`src/sv/skg_pkg.sv`:
```
`default_nettype none
// ----------------------------------------------------------------------------
// skg_pkg
// Shared types and constants for the SEAL 3.0 keystream generator.
// ----------------------------------------------------------------------------
package skg_pkg;

	localparam logic [1:0] CMD_WR_T = 2'd0;
	localparam logic [1:0] CMD_WR_S = 2'd1;
	localparam logic [1:0] CMD_WR_R = 2'd2;
	localparam logic [1:0] CMD_GEN  = 2'd3;

	localparam logic [31:0] IDX_MASK = 32'h0000_07FC;
	localparam int          ROT      = 9;
	localparam int          ITERS    = 64;
	localparam int          STEPS    = 8;

	typedef struct packed {
		logic       start;     // load working regs from seed ^ R (R word already read)
		logic       init_rd;   // T read for init round
		logic       init_upd;  // apply init round
		logic       save_x;    // capture extra regs
		logic       iter_rd;   // T read for iteration step
		logic       iter_upd;  // apply iteration step
		logic       fin_s_rd;  // S read for output
		logic       fin_out;   // combine one S word
		logic       mix;       // post-output extra mix
		logic [1:0] sel;       // word selector
		logic [2:0] step;
		logic       odd;
	} dp_cmd_t;

	function automatic logic [31:0] rotr9(input logic [31:0] x);
		return {x[ROT-1:0], x[31:ROT]};
	endfunction

endpackage
`default_nettype wire

```
`src/sv/skg_ctrl.sv`:
```
`default_nettype none
// ----------------------------------------------------------------------------
// skg_ctrl
// Sequencer: block start, init rounds, 64 iterations, beat hand-off.
// ----------------------------------------------------------------------------
module skg_ctrl #(
	parameter int R_WORDS = 256
) (
	input  wire logic       clk,
	input  wire logic       arst_n,
	input  wire logic       in_valid,
	input  wire logic [1:0] in_cmd,
	output logic            in_ready,
	output logic            out_valid,
	input  wire logic       out_ready,
	output logic            out_last,
	output logic            out_status,
	output skg_pkg::dp_cmd_t c,
	output logic            r_rd,
	output logic [$clog2(R_WORDS)-1:0] r_addr,
	output logic [5:0]      iter
);
	import skg_pkg::*;
	localparam int RW = $clog2(R_WORDS);

	typedef enum logic [8:0] {
		ST_IDLE  = 9'b000000001,
		ST_RREAD = 9'b000000010,
		ST_LOAD  = 9'b000000100,
		ST_IRD   = 9'b000001000,
		ST_IUPD  = 9'b000010000,
		ST_TRD   = 9'b000100000,
		ST_TUPD  = 9'b001000000,
		ST_OUT   = 9'b010000000,
		ST_WAIT  = 9'b100000000
	} state_t;

	state_t      st_q;
	logic [6:0]  blk_q;
	logic [1:0]  sub_q;
	logic [1:0]  pass_q;
	logic [2:0]  step_q;
	logic [5:0]  it_q;
	logic        exh_q;
	logic [9:0]  need;

	assign need = {1'b0, blk_q, 2'b00} + 10'd4;
	assign in_ready = (st_q == ST_IDLE);
	assign iter = it_q;
	assign out_valid = (st_q == ST_WAIT);
	assign out_status = exh_q;
	assign out_last = exh_q || (it_q == 6'd63);
	assign r_rd = (st_q == ST_RREAD);
	assign r_addr = RW'({blk_q, sub_q});

	always_comb begin
		c = '0;
		c.sel = sub_q;
		c.step = step_q;
		c.odd = it_q[0];
		case (st_q)
			ST_LOAD: c.start = 1'b1;
			ST_IRD:  c.init_rd = 1'b1;
			ST_IUPD: begin
				c.init_upd = 1'b1;
			end
			ST_TRD:  c.iter_rd = 1'b1;
			ST_TUPD: c.iter_upd = 1'b1;
			ST_OUT:  begin c.fin_out = 1'b1; end
			default: ;
		endcase
		if (st_q == ST_TUPD && step_q == 3'd7) c.fin_s_rd = 1'b1;
		if (st_q == ST_OUT && sub_q != 2'd3) c.fin_s_rd = 1'b1;
		if (st_q == ST_WAIT && out_ready && !exh_q) c.mix = 1'b1;
		// extra regs captured once the second pass is done
		if (st_q == ST_IRD && pass_q == 2'd2 && sub_q == 2'd0) c.save_x = 1'b1;
	end

	always_ff @(posedge clk or negedge arst_n) begin
		if (!arst_n) begin
			st_q <= ST_IDLE; blk_q <= '0; sub_q <= '0; pass_q <= '0;
			step_q <= '0; it_q <= '0; exh_q <= 1'b0;
		end else begin
			case (st_q)
				ST_IDLE: if (in_valid && in_cmd == CMD_GEN) begin
					sub_q <= '0;
					if ({22'd0, need} > R_WORDS) begin
						exh_q <= 1'b1; st_q <= ST_WAIT;
					end else begin
						exh_q <= 1'b0; st_q <= ST_RREAD;
					end
				end
				ST_RREAD: st_q <= ST_LOAD;
				ST_LOAD: begin
					sub_q <= sub_q + 2'd1;
					if (sub_q == 2'd3) begin pass_q <= '0; st_q <= ST_IRD; end
					else st_q <= ST_RREAD;
				end
				ST_IRD: st_q <= ST_IUPD;
				ST_IUPD: begin
					sub_q <= sub_q + 2'd1;
					if (sub_q == 2'd3) begin
						pass_q <= pass_q + 2'd1;
						if (pass_q == 2'd2) begin
							st_q <= ST_TRD; step_q <= '0; it_q <= '0;
							blk_q <= blk_q + 7'd1;
						end else st_q <= ST_IRD;
					end else st_q <= ST_IRD;
				end
				ST_TRD: st_q <= ST_TUPD;
				ST_TUPD: begin
					step_q <= step_q + 3'd1;
					sub_q <= '0;
					st_q <= (step_q == 3'd7) ? ST_OUT : ST_TRD;
				end
				ST_OUT: begin
					sub_q <= sub_q + 2'd1;
					if (sub_q == 2'd3) st_q <= ST_WAIT;
				end
				ST_WAIT: if (out_ready) begin
					if (exh_q || it_q == 6'd63) st_q <= ST_IDLE;
					else begin it_q <= it_q + 6'd1; step_q <= '0; st_q <= ST_TRD; end
				end
				default: st_q <= ST_IDLE;
			endcase
		end
	end
endmodule
`default_nettype wire
```
`config.mk`:
```
export PLATFORM = sky130hd
export DESIGN_NAME = skg_ctrl
export DESIGN_NICKNAME = d
export VERILOG_FILES = /design/src/sv/skg_pkg.sv /design/src/sv/skg_ctrl.sv
export SDC_FILE = /design/constraint.sdc
export NUM_CORES = 1
export LEC_CHECK = 0
export ABC_CLOCK_PERIOD_IN_PS = 4300
export BUFFER_PORTS_ARGS = -buffer_cell sky130_fd_sc_hd__buf_4
export CORE_UTILIZATION = 43
export CTS_CLUSTER_SIZE = 28
export DETAILED_ROUTE_END_ITERATION = 10
export HOLD_SLACK_MARGIN = 0.08
export PLACE_DENSITY = 0.65
export SLEW_MARGIN = 20
export SYNTH_ARGS = -nofsm -noshare
export SYNTH_HDL_FRONTEND = slang
export SYNTH_SLANG_ARGS = --single-unit
```
`constraint.sdc`:
```
create_clock -name clk -period 4.3 [get_ports clk]
set_input_delay 0.215 -clock clk [delete_from_list [all_inputs] [get_ports clk]]
set_output_delay 0.215 -clock clk [all_outputs]
set_load 0.02 [all_outputs]
```
==> results by group <==
Timing
  – Setup TNS: 0 ns
  – Endpoints failing hold: 0
  – Tmin final: 2.81 ns
  – Final hold slack: 0.231 ns
  – Final period util: 65.4%
  – Final Slew Violations: 0
  – Relative slew slack: 47.0%
  – Worst slew pin tran: 0.789 ns
  – RSZ-0062 raised after global routing: no
  – Final setup fails: 0
  – Maximum clock frequency: 0.356 GHz
  – Layout Skew: 0.00322 ns

Synth
  – Synth top area cells: dfrtp_1, ha_1, nand2_1
  – Post-Syn Instances: 215
  – Primary FF master, synth: dfrtp_1
  – Avg Inst Size Synth: 9.15 sq um
  – Syn Nets: 229
  – Post-synth top area share: 36.9%
  – Sequential fraction of the synthesis area: 38.2%
  – Mapped Area: 1970 sq um
  – Netlist cell types: 54
  – Synth area leader: dfrtp_1
  – Synth warn: 0
  – Register bit total from synthesis: 30
  – Post-synth ARST share: 100%
  – EDFF count, synth: 0

Job
  – MaxCap Viol Count: 0

Worst setup path
  – R2r worst-path depth: 5
  – Worst R2R Start: st_q[2]
  – Required time of the critical path: 4.09 ns
  – Setup crit start kind: register
  – Reg2reg setup slack: 1.97 ns
  – CP Max Fanout: 14
  – Crit Reg-Reg Endpoint: sub_q[0]
  – Crit end category: primary output
  – Crit path DAT: 2.60 ns
  – Crit Path Category: reg2out

Finish
  – Area Overhead vs Synth: 16.9%
  – Final Core Density: 52.5%
  – Fillers: 420
  – Layout Cell Area excl Fill: 2300 sq um
  – Layout cells sized above 1: 24.9%
  – Final Net Count: 254
  – Ant diodes: 0

Route
  – DRT antenna net count: 0
  – 1st-pass router iterations: 4
  – Routed len/inst: 14.8 microns
  – Via-to-Cell Ratio: 5.71
  – Vias: 1672
  – DRC: 0
  – Wirelength, routed: 4350 microns
  – Starting DRT DRC Count: 152

Clocking
  – H-tree levels: 2
  – Setup bufs post-CTS: 0
  – Clock Latency Late Sink: 0.28 ns
  – CTS tree: built
  – CTS Sinks: 30
  – Post-cts resize count: 0
  – CTS Buf Count: 5
  – Worst-path clk slew: 0.06 ns
  – Clock Path Buffers: 2
  – CTS Root Cell: clkbuf_8

Global route
  – First-pass GRT wire length: 7350 microns
  – Initial antenna violation count: 0
  – Vias in the first global route: 1485
  – Total Routing Usage GR: 19.4%
  – Global route overflow: 0
  – Largest net degree at the start of global routing: 31

Power and ir drop
  – Pwr Density: 334 nW/um^2
  – Peak supply drop: 0.000273 V
  – LEAKAGE: 1.10 nW
  – Total power: 0.768 mW

Status
  – Status: finished, final reports clean

Worst hold path
  – Hold endpoint: iter[2]
  – Hold Path Stages: 3
  – Hold Crit Class: in2reg
  – Critical hold path startpoint: out_ready

Place
  – Port Buffers: 39
  – DP HPWL: 3010 microns
  – GPL Wtd Cong: 0.801
  – Placed inst area: 2180 sq um

Floorplan
  – Initial Utilization: 44.9%
  – Die W: 69.7 microns
  – Die Y: 69.7 microns
  – Top Ports: 40
  – Die ar.: 4850 sq um
  – Site Rows: 24
  – Core area: 4380 sq um
## placed cells by master, fill, tap and decap left out, drive strengths merged, types with 7 or more instances in the layout
cell	instances
a21oi	7
and3	7
buf	39
clkbuf	8
dfrtp	29
ha	8
inv	8
nand2	22
nand3	7
nor2	15
nor4b	7
o21ai	17
## what timing repair did
action / 4_1_cts / 5_1_grt
endpoints found under the setup margin: 0 / 0
hold buffers: 1 / 0
endpoints found under the hold margin: 29 / 0
## sequential cells by signal, indices dropped and copies added, names as in the netlist
register    flops
st_q            9
blk_q           7
iter            6
step_q          3
pass_q          2
sub_q           2
out_status      1
## cell families (layout without fill, tap and decap cells)
| family | after synthesis | in the layout | synth area share (%) |
|---|---|---|---|
| buffers and inverters | 30 | 56 | 8.90 |
| adders and majority gates | 8 | 8 | 5.09 |
| AOI/OAI and AO/OA | 47 | 47 | 15.8 |
| xor gates and xnor gates | 8 | 8 | 3.56 |
| muxes | 1 | 1 | 0.572 |
| DFF | 30 | 30 | 38.2 |
| and+or+nand+nor | 91 | 91 | 27.8 |
## critical path: stages (launching register included)
cell and delay (ns):
dfrtp_1 0.51, nor4_1 0.69, nand2_1 0.23, nor4b_1 0.50, and3_1 0.23, buf_4 0.14
## metrics by stage
step | instances | setup WS, ns
2_1_floorplan | 215 | 1.76
3_3_place_gp | 284 | 1.97
3_5_place_dp | 284 | 1.85
4_1_cts | 293 | 1.54
6_report | 293 | 1.49
5_1_grt | 293 | 1.36
## worst max path at each step
stage | start | endpoint | slack, ns
floorplan | st_q[7] | c[11] | 1.76
global placement | st_q[2] | c[11] | 1.97
detailed placement | st_q[2] | c[11] | 1.85
CTS | st_q[2] | c[11] | 1.54
global route | st_q[2] | c[11] | 1.36
finish | st_q[2] | c[11] | 1.49
## power breakdown
group	internal, mW	total, mW	switching (mW)
combinational	0.0729	0.177	0.104
clock	0.161	0.269	0.108
sequential	0.297	0.322	0.0242
total	0.532	0.768	0.236
## synthesized netlist by cell type (3+ instances only)
master     n
dfrtp_1   29
nand2_1   22
o21ai_0   16
nor2_1    15
buf_4     10
ha_1       8
inv_1      8
and3_1     7
nor4b_1    7
a21oi_1    6
clkbuf_1   6
nand3_1    6
nand4_1    4
o31ai_1    4
xnor2_1    4
xor2_1     4
buf_6      3
nor3_1     3
nor4_1     3
or3_1      3
## layer usage
metal,global-route usage (%),part of all wire (%),up-vias
met1,26.9,46,790
met5,0,0,-
met4,9.78,2.2,0
met3,4.22,5.2,10
li1,-,-,817
met2,28.5,47,55
## layout make-up
type / count / area [sq um] / area share (%)
clock buffer: 8 / 110 / 4.79
multi-input combinational: 155 / 1040 / 45.2
inverter: 8 / 30.0 / 1.31
sequential: 30 / 752 / 32.7
tap: 52 / 65.1 / 2.83
timing repair buffer: 40 / 303 / 13.2
Note: power is estimated with default switching activity, not from simulation.
